### src/hw/rtl/fbdr_pkg.sv
// Shared constants, codes and types of the framebuffer dirty-rectangle tracker.
package fbdr_pkg;

  // Frame store geometry
  localparam int unsigned BUF_WIDTH  = 128;
  localparam int unsigned BUF_HEIGHT = 128;
  localparam int unsigned PIXEL_BITS = 16;
  localparam int unsigned X_W        = $clog2(BUF_WIDTH);
  localparam int unsigned Y_W        = $clog2(BUF_HEIGHT);
  localparam int unsigned ADDR_W     = X_W + Y_W;

  // Field widths
  localparam int unsigned KIND_W     = 3;
  localparam int unsigned POS_W      = 7;
  localparam int unsigned SIZE_W     = 8;
  localparam int unsigned COLOR_W    = 16;
  localparam int unsigned CFG_IDX_W  = 2;
  localparam int unsigned CFG_DATA_W = 8;

  // Item kinds
  typedef enum logic [KIND_W-1:0] {
    KIND_PIXEL  = 3'd0,
    KIND_FILL   = 3'd1,
    KIND_WINDOW = 3'd2,
    KIND_BITMAP = 3'd3,
    KIND_READ   = 3'd4,
    KIND_FLUSH  = 3'd5
  } kind_e;

  // Result kinds
  localparam logic RES_READ   = 1'b0;
  localparam logic RES_WINDOW = 1'b1;

  // Configuration register indexes
  localparam logic [CFG_IDX_W-1:0] CFG_SCREEN_W = 2'd0;
  localparam logic [CFG_IDX_W-1:0] CFG_SCREEN_H = 2'd1;
  localparam logic [CFG_IDX_W-1:0] CFG_DIRTY_EN = 2'd2;

  typedef struct packed {
    logic [KIND_W-1:0]  kind;
    logic [POS_W-1:0]   x_pos;
    logic [POS_W-1:0]   y_pos;
    logic [SIZE_W-1:0]  rect_width;
    logic [SIZE_W-1:0]  rect_height;
    logic [COLOR_W-1:0] color;
  } item_t;

  // Controller -> datapath
  typedef struct packed {
    logic take;       // item accepted this cycle
    logic fill_step;  // write next pixel of the fill
    logic resp_load;  // move read data or flush window into the output register
  } cmd_t;

  // Datapath -> controller
  typedef struct packed {
    logic in_fill;    // offered item is a nonempty fill
    logic in_resp;    // offered item is a read or a flush
    logic fill_last;  // fill is at its last pixel
    logic out_free;   // output register can take a result this cycle
  } stat_t;

endpackage

### src/hw/rtl/fbdr_ctrl.sv
// Sequencing state machine of the tracker: accept, fill sweep, result hand-off.
module fbdr_ctrl (
  input  logic            clk_i,
  input  logic            rst_ni,
  input  logic            in_valid_i,
  output logic            in_ready_o,
  input  fbdr_pkg::stat_t stat_i,
  output fbdr_pkg::cmd_t  cmd_o
);
  import fbdr_pkg::*;

  localparam logic [1:0] S_IDLE = 2'd0;
  localparam logic [1:0] S_FILL = 2'd1;
  localparam logic [1:0] S_RESP = 2'd2;

  logic [1:0] state_q, state_d;

  always_comb begin
    state_d    = state_q;
    in_ready_o = 1'b0;
    cmd_o      = '0;
    unique case (state_q)
      S_IDLE: begin
        in_ready_o = 1'b1;
        if (in_valid_i) begin
          cmd_o.take = 1'b1;
          if (stat_i.in_fill) begin
            state_d = S_FILL;
          end else if (stat_i.in_resp) begin
            state_d = S_RESP;
          end
        end
      end
      S_FILL: begin
        cmd_o.fill_step = 1'b1;
        if (stat_i.fill_last) begin
          state_d = S_IDLE;
        end
      end
      S_RESP: begin
        // wait for room in the output register
        if (stat_i.out_free) begin
          cmd_o.resp_load = 1'b1;
          state_d         = S_IDLE;
        end
      end
      default: begin
        state_d = S_IDLE;
      end
    endcase
  end

  always_ff @(posedge clk_i or negedge rst_ni) begin
    if (!rst_ni) begin
      state_q <= S_IDLE;
    end else begin
      state_q <= state_d;
    end
  end

  a_one_cmd: assert property (@(posedge clk_i) disable iff (!rst_ni)
    $onehot0({cmd_o.take, cmd_o.fill_step, cmd_o.resp_load}))
    else $error("more than one datapath command in a cycle");

  a_fill_runs: assert property (@(posedge clk_i) disable iff (!rst_ni)
    (cmd_o.take && stat_i.in_fill) |=> (state_q == S_FILL && !in_ready_o))
    else $error("fill did not start its sweep");

endmodule

### config.mk
export PLATFORM = sky130hd
export DESIGN_NAME = fbdr_ctrl
export DESIGN_NICKNAME = d
export VERILOG_FILES = /design/src/hw/rtl/fbdr_pkg.sv /design/src/hw/rtl/fbdr_ctrl.sv
export SDC_FILE = /design/constraint.sdc
export NUM_CORES = 1
export LEC_CHECK = 0
export ABC_AREA = 0
export BUFFER_PORTS_ARGS = -buffer_cell sky130_fd_sc_hd__buf_2
export CORE_AREA = 2 2 39 41
export DETAILED_ROUTE_END_ITERATION = 7
export DIE_AREA = 0 0 41 43
export GPL_TIMING_DRIVEN = 0
export PLACE_DENSITY = 0.35
export SYNTH_ARGS = -nofsm -noshare
export SYNTH_HDL_FRONTEND = slang
export SYNTH_SLANG_ARGS = --single-unit
### constraint.sdc
create_clock -name clk_i -period 0.9 [get_ports clk_i]
set_input_delay 0.27 -clock clk_i [delete_from_list [all_inputs] [get_ports clk_i]]
set_output_delay 0.27 -clock clk_i [all_outputs]
set_load 0.01 [all_outputs]
# [After elaboration in Yosys (flattened, before gate mapping)]
# Cells that the tools add are included.
[classes] order_cmp=0 mux=12 n_eq_ne=6 multipliers=0 n_reduce_logical=2 addsub=0 n_bitwise=0 div_mod_pow=0 shift=0
[ops] cell="$mux W2" n=5
[ops] cell="$mux W1" n=6
[ops] cell="$ne A2 B2 Y1 const B" n=3
[ops] cell="$pmux W2 S3" n=1
[ops] cell="$reduce_and A4 Y1" n=1
[ops] cell="$ne A3 B3 Y1 const B" n=1
[ops] cell="$eq A2 B1 Y1 const B" n=1
[ops] cell="$eq A2 B2 Y1 const B" n=1
[ops] cell="$logic_not A2 Y1" n=1
[word_totals] word_cells=21 ram_bits=0 mem_bits_ro=0 mem_count=0 latchBits=0 register_bits=2 inputBits=7 output_inout_bits=4

# [Logic depth before layout (Yosys ltp)]
# Gate-level depths: netlist of run 1.
[depth] ltp_word=4 mapped_depth=2

# [Worst setup path before layout of run 1]
# No wires, ideal clock.
[synth_timing] path_kind="register to output" startpoint="reg state_q[1]" endpoint="out cmd_o[2] in the netlist's numbering" required_time_ns=0.630 path_stages_with_launch=3 arrival_ns=0.805 setup_slack_ns=-0.175 path_buffers=0 cell_sequence="dfrtp_1 -> nor2_1 -> and2_1"
[synth_lines] element="from (decl)" line="fbdr_ctrl.sv:16" source="logic [1:0] state_q, state_d;"
[synth_lines] element="from (signal assigned)" line="fbdr_ctrl.sv:57" source="state_q <= state_d;"
[synth_lines] element="to (decl)" line="fbdr_ctrl.sv:8" source="output fbdr_pkg::cmd_t cmd_o"

==> run_summary.xml, run 1 <==
<?xml version="1.0" encoding="UTF-8"?>
<metrics>
  <group name="power">
    <metric name="power_density" unit="nW/µm²">1655</metric>
    <metric name="clockPowerShare" unit="%">43.4</metric>
    <metric name="power.internal" unit="mW">0.3407</metric>
    <metric name="leakage" unit="nW">0.1341</metric>
    <metric name="swShare" unit="%">24.53</metric>
    <metric name="worst_ir_drop_vdd" unit="mV">0.5734</metric>
    <metric name="p_comb_share" unit="%">32.1</metric>
    <metric name="power.net_switching" unit="mW">0.1107</metric>
    <metric name="share_seq_of_total_power" unit="%">24.5</metric>
  </group>
  <group name="placed_design">
    <metric name="placer_congestion_estimate" unit="">0.5773</metric>
    <metric name="place_worst_setup_slack" unit="ns">-0.1688</metric>
    <metric name="place.port_buffers" unit="">10</metric>
    <metric name="placement.cell_area" unit="µm²">195.2</metric>
  </group>
  <group name="hold_path">
    <metric name="worst_hold_path_type" unit="">input port to flip-flop</metric>
    <metric name="worst_hold_path.num_cells" unit="">3</metric>
    <metric name="holdPathEnd" unit="">state_q[0]$_DFFE_PN0P_</metric>
    <metric name="hold_start" unit="">stat_i[1]</metric>
  </group>
  <group name="setup_path">
    <metric name="critical_path.cell_chain" unit="">nor2_2 -&gt; and2_4 -&gt; buf_6</metric>
    <metric name="timing.reg2reg.worst_path_depth" unit="">4</metric>
    <metric name="cp_top_family" unit="">flip-flops</metric>
    <metric name="worstReg2RegEnd" unit="">state_q[0]$_DFFE_PN0P_</metric>
    <metric name="critical_path_arrival" unit="ns">0.96</metric>
    <metric name="endpoint_kind" unit="">output port</metric>
    <metric name="r2r_start" unit="">state_q[0]$_DFFE_PN0P_</metric>
    <metric name="critical_path.n_buffers_inverters" unit="">1</metric>
    <metric name="critical_path_class" unit="">flip-flop to output port</metric>
    <metric name="cp_slowest_cell" unit="">sky130_fd_sc_hd__dfrtp_1</metric>
    <metric name="required" unit="ns">0.63</metric>
    <metric name="critical_path_peak_fanout" unit="">4</metric>
    <metric name="crit_path_max_incr_delay" unit="ns">0.39</metric>
    <metric name="startpoint_type" unit="">flip-flop</metric>
    <metric name="regToRegSetupSlack" unit="ns">-0.11</metric>
  </group>
  <group name="clock_network">
    <metric name="cts_made_buffers" unit="">3</metric>
    <metric name="tritoncts_num_sinks" unit="">2</metric>
    <metric name="clkLatencyLatePin" unit="ns">0.22</metric>
    <metric name="clkSlewWorstSetupHoldPaths" unit="ns">0.03</metric>
    <metric name="root_buffer" unit="">sky130_fd_sc_hd__clkbuf_4</metric>
    <metric name="cts-root-to-sink-buffers" unit="">2</metric>
    <metric name="cts_htree_levels" unit="">1</metric>
    <metric name="clock_tree_from_tritoncts" unit="">done</metric>
  </group>
  <group name="routing">
    <metric name="wirelength" unit="µm">365</metric>
    <metric name="drtAntennaViolNets" unit="">0</metric>
    <metric name="post_drt_via_cell_ratio" unit="">3.578</metric>
    <metric name="detailedRoute.firstIterationViolations" unit="">1</metric>
    <metric name="drc" unit="">0</metric>
    <metric name="drt_pre_antenna_iters" unit="">4</metric>
    <metric name="route.detailed.wl_per_inst" unit="µm">8.111</metric>
    <metric name="number_of_vias_in_the_routed_layout" unit="">161</metric>
  </group>
  <group name="timing">
    <metric name="achievable-frequency" unit="GHz">0.8099</metric>
    <metric name="finalCritPeriodShare" unit="%">137.2</metric>
    <metric name="drv_slew" unit="">0</metric>
    <metric name="timing.final.crit_period" unit="ns">1.235</metric>
    <metric name="worst_pin_slew" unit="ns">0.1244</metric>
    <metric name="report.final.hold_viol_count" unit="">0</metric>
    <metric name="slew_headroom" unit="%">91.70</metric>
    <metric name="skew" unit="ns">0.002161</metric>
    <metric name="grt_setup_unrepaired" unit="">true</metric>
    <metric name="number_of_failing_setup_endpoints_in_the_final_timing_report" unit="">5</metric>
    <metric name="final.setup.worst_slack" unit="ns">-0.3347</metric>
  </group>
  <group name="cells_and_area">
    <metric name="final_area" unit="µm²">272.8</metric>
    <metric name="insertedDiodeCount" unit="">0</metric>
    <metric name="largestRegisters" unit="">state_q (2)</metric>
    <metric name="post_route_cells_drive_above_1_share" unit="%">68.97</metric>
    <metric name="layout_common_cells" unit="">sky130_fd_sc_hd__buf_2 (7), sky130_fd_sc_hd__buf_6 (4), sky130_fd_sc_hd__clkbuf_4 (3)</metric>
    <metric name="filler_cell_count" unit="">152</metric>
    <metric name="mostFrequentLayoutCell" unit="">sky130_fd_sc_hd__buf_2</metric>
    <metric name="reg_with_most_ffs" unit="">state_q</metric>
    <metric name="final_nets" unit="">38</metric>
    <metric name="largest_reg_flops" unit="">2</metric>
    <metric name="layout_overhead_on_the_synthesized_area" unit="%">127.1</metric>
  </group>
  <group name="run_status">
    <metric name="run_status" unit="">finished with violations</metric>
    <metric name="failed_checks" unit="">setup timing</metric>
  </group>
  <group name="die">
    <metric name="placementRows" unit="">14</metric>
    <metric name="core" unit="µm²">1384</metric>
    <metric name="num_io_pins" unit="">11</metric>
    <metric name="die_height" unit="µm">43</metric>
    <metric name="die_width" unit="µm">41</metric>
    <metric name="dieArea" unit="µm²">1763</metric>
    <metric name="initial_core_util" unit="%">8.680</metric>
  </group>
  <group name="synth">
    <metric name="synth-seq-cells" unit="">2</metric>
    <metric name="ys_seq_area_share" unit="%">41.67</metric>
    <metric name="combined_area_of_all_synthesized_cells" unit="µm²">120.1</metric>
    <metric name="distinct_cell_type_count_of_the_synthesized_netlist" unit="">9</metric>
    <metric name="syn_nets" unit="">19</metric>
    <metric name="post_synth_inst_count" unit="">12</metric>
    <metric name="yosys_warnings" unit="">0</metric>
    <metric name="synthesis.area_per_instance" unit="µm²">10.01</metric>
  </group>
  <group name="global_routing">
    <metric name="number_of_global_route_vias_before_repair" unit="">157</metric>
    <metric name="grt_pass1_wl" unit="µm">662</metric>
    <metric name="grt_ovf" unit="">0</metric>
    <metric name="gr-usage-all-layers" unit="%">6.231</metric>
    <metric name="pin_count_of_the_biggest_net_entering_global_routing" unit="">5</metric>
    <metric name="grt_antenna_before_repair" unit="">0</metric>
  </group>
  <group name="flow_run">
    <metric name="cap_violations" unit="">0</metric>
  </group>
</metrics>
==> stage by stage <==
stage               instances  power, mW  hold slack, ns  TNS (ns)  utilization [%]
finish                     45     0.4514          0.3077    -1.334            19.71
global route               45     0.5000          0.3043    -1.680            19.71
CTS                        44     0.4535          0.3026    -1.284            18.90
detailed placement         38     0.2082         0.06337   -0.5131            14.10
global placement           38     0.2042         0.05849   -0.4581            14.10
floorplan                  12     0.1645        -0.02559   -0.1469                -
==> logic make-up after synthesis <==
| group | after synthesis | share of synthesized area, % |
|---|---|---|
| flops | 2 | 41.67 |
| compound gates | 2 | 8.334 |
| simple gates | 8 | 50.00 |
==> worst max path at each step <==
stage                            from       end  slack, ns  cells past startpoint
2_1_floorplan  state_q[0]$_DFFE_PN0P_  cmd_o[2]      -0.12                      2
3_3_place_gp   state_q[0]$_DFFE_PN0P_  cmd_o[2]      -0.16                      3
3_5_place_dp   state_q[0]$_DFFE_PN0P_  cmd_o[2]      -0.17                      3
4_1_cts        state_q[0]$_DFFE_PN0P_  cmd_o[0]      -0.35                      2
5_1_grt        state_q[1]$_DFFE_PN0P_  cmd_o[2]      -0.41                      3
6_report       state_q[1]$_DFFE_PN0P_  cmd_o[2]      -0.33                      3
==> worst reg2reg max path, cell delays in order (launching register included) <==
cell                       delay [ns]
sky130_fd_sc_hd__dfrtp_1         0.39
sky130_fd_sc_hd__buf_4           0.14
sky130_fd_sc_hd__buf_6           0.11
sky130_fd_sc_hd__nand3b_1        0.14
sky130_fd_sc_hd__a21oi_1         0.15
==> per-layer routing <==
metal  vias up  GRT usage, %  share of wire, %  wire (µm)
li1         77             -                 -          -
met1        73         7.419                52        188
met2        11         6.563                34        123
met3         0         4.712                15         54
met4         0         6.000                 0          0
met5         -             0                 0          0
==> power by group through the flow <==
stage | clock, mW | sequential, mW | combinational [mW]
6_report | 0.196 | 0.110 | 0.145
5_1_grt | 0.227 | 0.112 | 0.161
4_1_cts | 0.210 | 0.110 | 0.133
3_5_place_dp | 0 | 0.116 | 0.0917
3_3_place_gp | 0 | 0.115 | 0.0891
2_1_floorplan | 0 | 0.113 | 0.0519
==> synthesized netlist by cell type <==
master | instances | share of area (%)
sky130_fd_sc_hd__and2b_2 | 1 | 7.3
sky130_fd_sc_hd__nand4bb_1 | 1 | 9.4
sky130_fd_sc_hd__and3b_2 | 1 | 8.3
sky130_fd_sc_hd__and2_1 | 1 | 5.2
sky130_fd_sc_hd__nand2b_1 | 2 | 10
sky130_fd_sc_hd__dfrtp_1 | 2 | 42
sky130_fd_sc_hd__a21oi_1 | 2 | 8.3
sky130_fd_sc_hd__nor2_1 | 1 | 3.1
sky130_fd_sc_hd__nand3b_1 | 1 | 6.3
==> area by class of cell <==
| type | instances | area (µm²) | area share (%) |
|---|---|---|---|
| Multi-Input combinational cell | 10 | 75.07 | 27.52 |
| Sequential cell | 2 | 50.05 | 18.35 |
| Tap cell | 16 | 20.02 | 7.339 |
| Clock buffer | 3 | 22.52 | 8.257 |
| Timing Repair Buffer | 14 | 105.1 | 38.53 |
==> what timing repair did <==
action                                 CTS  global route
buffers inserted                         2             1
resized for setup                        3             1
hold buffers                             1             0
endpoints found under the hold margin    2             0
pin swaps                                3             1
setup endpoints to repair                4             6
No activity file was read; power rests on OpenSTA's default activity.
==> run 2: changes to the inputs <==
--- a/config.mk
+++ b/config.mk
@@ -8,10 +8,12 @@
 export ABC_AREA = 0
 export BUFFER_PORTS_ARGS = -buffer_cell sky130_fd_sc_hd__buf_2
 export CORE_AREA = 2 2 39 41
+export CTS_BUF_LIST = sky130_fd_sc_hd__clkbuf_4 sky130_fd_sc_hd__clkbuf_8
 export DETAILED_ROUTE_END_ITERATION = 7
 export DIE_AREA = 0 0 41 43
 export GPL_TIMING_DRIVEN = 0
 export PLACE_DENSITY = 0.35
+export SKIP_LAST_GASP = 1
 export SYNTH_ARGS = -nofsm -noshare
 export SYNTH_HDL_FRONTEND = slang
 export SYNTH_SLANG_ARGS = --single-unit
==> run_summary.xml, run 2 (same netlist as run 1, synthesis figures left out) <==
<?xml version="1.0" encoding="UTF-8"?>
<metrics>
  <group name="run_status">
    <metric name="run_status" unit="">finished with violations</metric>
    <metric name="failed_checks" unit="">setup timing</metric>
  </group>
  <group name="timing">
    <metric name="worst_pin_slew" unit="ns">0.1244</metric>
    <metric name="final.setup.worst_slack" unit="ns">-0.3347</metric>
    <metric name="report.final.hold_viol_count" unit="">0</metric>
    <metric name="achievable-frequency" unit="GHz">0.8099</metric>
    <metric name="skew" unit="ns">0.002161</metric>
    <metric name="grt_setup_unrepaired" unit="">true</metric>
    <metric name="drv_slew" unit="">0</metric>
    <metric name="number_of_failing_setup_endpoints_in_the_final_timing_report" unit="">5</metric>
    <metric name="finalHoldWorstSlack" unit="ns">0.3123</metric>
    <metric name="timing.final.crit_period" unit="ns">1.235</metric>
    <metric name="slew_headroom" unit="%">91.70</metric>
    <metric name="finalCritPeriodShare" unit="%">137.2</metric>
  </group>
  <group name="setup_path">
    <metric name="required" unit="ns">0.63</metric>
    <metric name="cp_slowest_cell" unit="">sky130_fd_sc_hd__dfrtp_1</metric>
    <metric name="regToRegSetupSlack" unit="ns">-0.09</metric>
    <metric name="critical_path_peak_fanout" unit="">4</metric>
    <metric name="startpoint_type" unit="">flip-flop</metric>
    <metric name="crit_path_max_incr_delay" unit="ns">0.39</metric>
    <metric name="critical_path_class" unit="">flip-flop to output port</metric>
    <metric name="worstReg2RegEnd" unit="">state_q[0]$_DFFE_PN0P_</metric>
    <metric name="cp_top_family" unit="">flip-flops</metric>
    <metric name="endpoint_kind" unit="">output port</metric>
    <metric name="r2r_start" unit="">state_q[0]$_DFFE_PN0P_</metric>
    <metric name="critical_path_arrival" unit="ns">0.96</metric>
    <metric name="critical_path.cell_chain" unit="">nor2_2 -&gt; and2_4 -&gt; buf_6</metric>
    <metric name="critical_path_launch_point" unit="">state_q[1]$_DFFE_PN0P_</metric>
    <metric name="timing.reg2reg.worst_path_depth" unit="">4</metric>
    <metric name="critical_path.n_buffers_inverters" unit="">1</metric>
  </group>
  <group name="cells_and_area">
    <metric name="largestRegisters" unit="">state_q (2)</metric>
    <metric name="reg_with_most_ffs" unit="">state_q</metric>
    <metric name="final_nets" unit="">38</metric>
    <metric name="filler_cell_count" unit="">152</metric>
    <metric name="layout_common_cells" unit="">sky130_fd_sc_hd__buf_2 (7), sky130_fd_sc_hd__buf_6 (4), sky130_fd_sc_hd__clkbuf_4 (3)</metric>
    <metric name="layout_overhead_on_the_synthesized_area" unit="%">127.1</metric>
    <metric name="finalNonFillerCells" unit="">45</metric>
    <metric name="mostFrequentLayoutCell" unit="">sky130_fd_sc_hd__buf_2</metric>
    <metric name="largest_reg_flops" unit="">2</metric>
    <metric name="post_route_cells_drive_above_1_share" unit="%">68.97</metric>
    <metric name="final_area" unit="µm²">272.8</metric>
    <metric name="insertedDiodeCount" unit="">0</metric>
  </group>
  <group name="placed_design">
    <metric name="inst_count_dp" unit="">38</metric>
    <metric name="placement.cell_area" unit="µm²">195.2</metric>
    <metric name="place.port_buffers" unit="">10</metric>
    <metric name="placer_congestion_estimate" unit="">0.5773</metric>
  </group>
  <group name="power">
    <metric name="power.net_switching" unit="mW">0.1108</metric>
    <metric name="leakage" unit="nW">0.1341</metric>
    <metric name="p_comb_share" unit="%">32.1</metric>
    <metric name="power_density" unit="nW/µm²">1655</metric>
    <metric name="worst_ir_drop_vdd" unit="mV">0.5734</metric>
    <metric name="total_power" unit="mW">0.4514</metric>
    <metric name="clockPowerShare" unit="%">43.4</metric>
    <metric name="share_seq_of_total_power" unit="%">24.5</metric>
    <metric name="power.internal" unit="mW">0.3407</metric>
    <metric name="swShare" unit="%">24.53</metric>
  </group>
  <group name="die">
    <metric name="dieArea" unit="µm²">1763</metric>
    <metric name="initial_core_util" unit="%">8.680</metric>
    <metric name="core" unit="µm²">1384</metric>
    <metric name="num_io_pins" unit="">11</metric>
    <metric name="die_height" unit="µm">43</metric>
    <metric name="die_width" unit="µm">41</metric>
    <metric name="placementRows" unit="">14</metric>
  </group>
  <group name="routing">
    <metric name="wirelength" unit="µm">366</metric>
    <metric name="drc" unit="">0</metric>
    <metric name="route.detailed.wl_per_inst" unit="µm">8.133</metric>
    <metric name="number_of_vias_in_the_routed_layout" unit="">160</metric>
    <metric name="drt_pre_antenna_iters" unit="">4</metric>
    <metric name="post_drt_via_cell_ratio" unit="">3.556</metric>
    <metric name="detailedRoute.firstIterationViolations" unit="">1</metric>
    <metric name="drtAntennaViolNets" unit="">0</metric>
  </group>
  <group name="clock_network">
    <metric name="clkSlewWorstSetupHoldPaths" unit="ns">0.03</metric>
    <metric name="clkLatencyLatePin" unit="ns">0.22</metric>
    <metric name="cts_htree_levels" unit="">1</metric>
    <metric name="cts-root-to-sink-buffers" unit="">2</metric>
    <metric name="tritoncts_num_sinks" unit="">2</metric>
    <metric name="clock_tree_from_tritoncts" unit="">done</metric>
    <metric name="root_buffer" unit="">sky130_fd_sc_hd__clkbuf_4</metric>
    <metric name="cts_made_buffers" unit="">3</metric>
  </group>
  <group name="global_routing">
    <metric name="pin_count_of_the_biggest_net_entering_global_routing" unit="">5</metric>
    <metric name="grt_ovf" unit="">0</metric>
    <metric name="grt_antenna_before_repair" unit="">0</metric>
    <metric name="number_of_global_route_vias_before_repair" unit="">157</metric>
    <metric name="grt_pass1_wl" unit="µm">662</metric>
    <metric name="gr-usage-all-layers" unit="%">6.231</metric>
  </group>
  <group name="flow_run">
    <metric name="cap_violations" unit="">0</metric>
  </group>
  <group name="hold_path">
    <metric name="hold_start" unit="">stat_i[1]</metric>
    <metric name="worst_hold_path_type" unit="">input port to flip-flop</metric>
    <metric name="worst_hold_path.num_cells" unit="">3</metric>
    <metric name="holdPathEnd" unit="">state_q[0]$_DFFE_PN0P_</metric>
  </group>
</metrics>
[run 2: how the worst max path moves through the flow]
stage	end	slack, ns	cells past startpoint
2_1_floorplan	cmd_o[2]	-0.12	2
3_3_place_gp	cmd_o[2]	-0.16	3
3_5_place_dp	cmd_o[2]	-0.17	3
4_1_cts	cmd_o[0]	-0.35	2
5_1_grt	cmd_o[2]	-0.41	3
6_report	cmd_o[2]	-0.33	3
[run 2: routing by layer]
layer  share of wire [%]  routed length (µm)  track usage [%]
met1                  52                 189            7.419
met2                  34                 123            6.563
met3                  15                  54            4.712
met4                   0                   0            6.000
met5                   0                   0                0
[run 2: final cells by class]
| class | instances | area, µm² | area share, % |
|---|---|---|---|
| flip-flops and latches | 2 | 50.05 | 18.35 |
| clock buffers | 3 | 22.52 | 8.257 |
| repair buffers | 14 | 105.1 | 38.53 |
| multi-input cells | 10 | 75.07 | 27.52 |
| well taps | 16 | 20.02 | 7.339 |
[run 2: worst min-delay path, stage by stage]
cell and delay (ns):
sky130_fd_sc_hd__buf_2 0.07, sky130_fd_sc_hd__nand2b_1 0.09, sky130_fd_sc_hd__a21oi_1 0.06
[run 2: what timing repair did]
item                                    in CTS  in global routing
hold buffers                                 1                  0
endpoints found under the hold margin        2                  0
gates resized for setup                      3                  1
setup buffers                                2                  1
endpoints found under the setup margin       4                  6
pin swaps                                    2                  1
[run 2: power groups by stage]
stage | Combinational (mW) | Sequential (mW) | Clock, mW
after floorplan | 0.0519 | 0.113 | 0
after global placement | 0.0891 | 0.115 | 0
after detailed placement | 0.0917 | 0.116 | 0
after CTS | 0.133 | 0.110 | 0.210
after global routing | 0.161 | 0.112 | 0.227
final | 0.145 | 0.110 | 0.196
[run 2: through the flow]
stage | worst slack [ns] | setup TNS, ns | utilization (%)
after global placement | -0.1555 | -0.4581 | 14.10
after floorplan | -0.1152 | -0.1469 | -
final | -0.3347 | -1.316 | 19.71
after detailed placement | -0.1688 | -0.5131 | 14.10
after CTS | -0.3491 | -1.300 | 18.90
after global routing | -0.4050 | -1.664 | 19.71
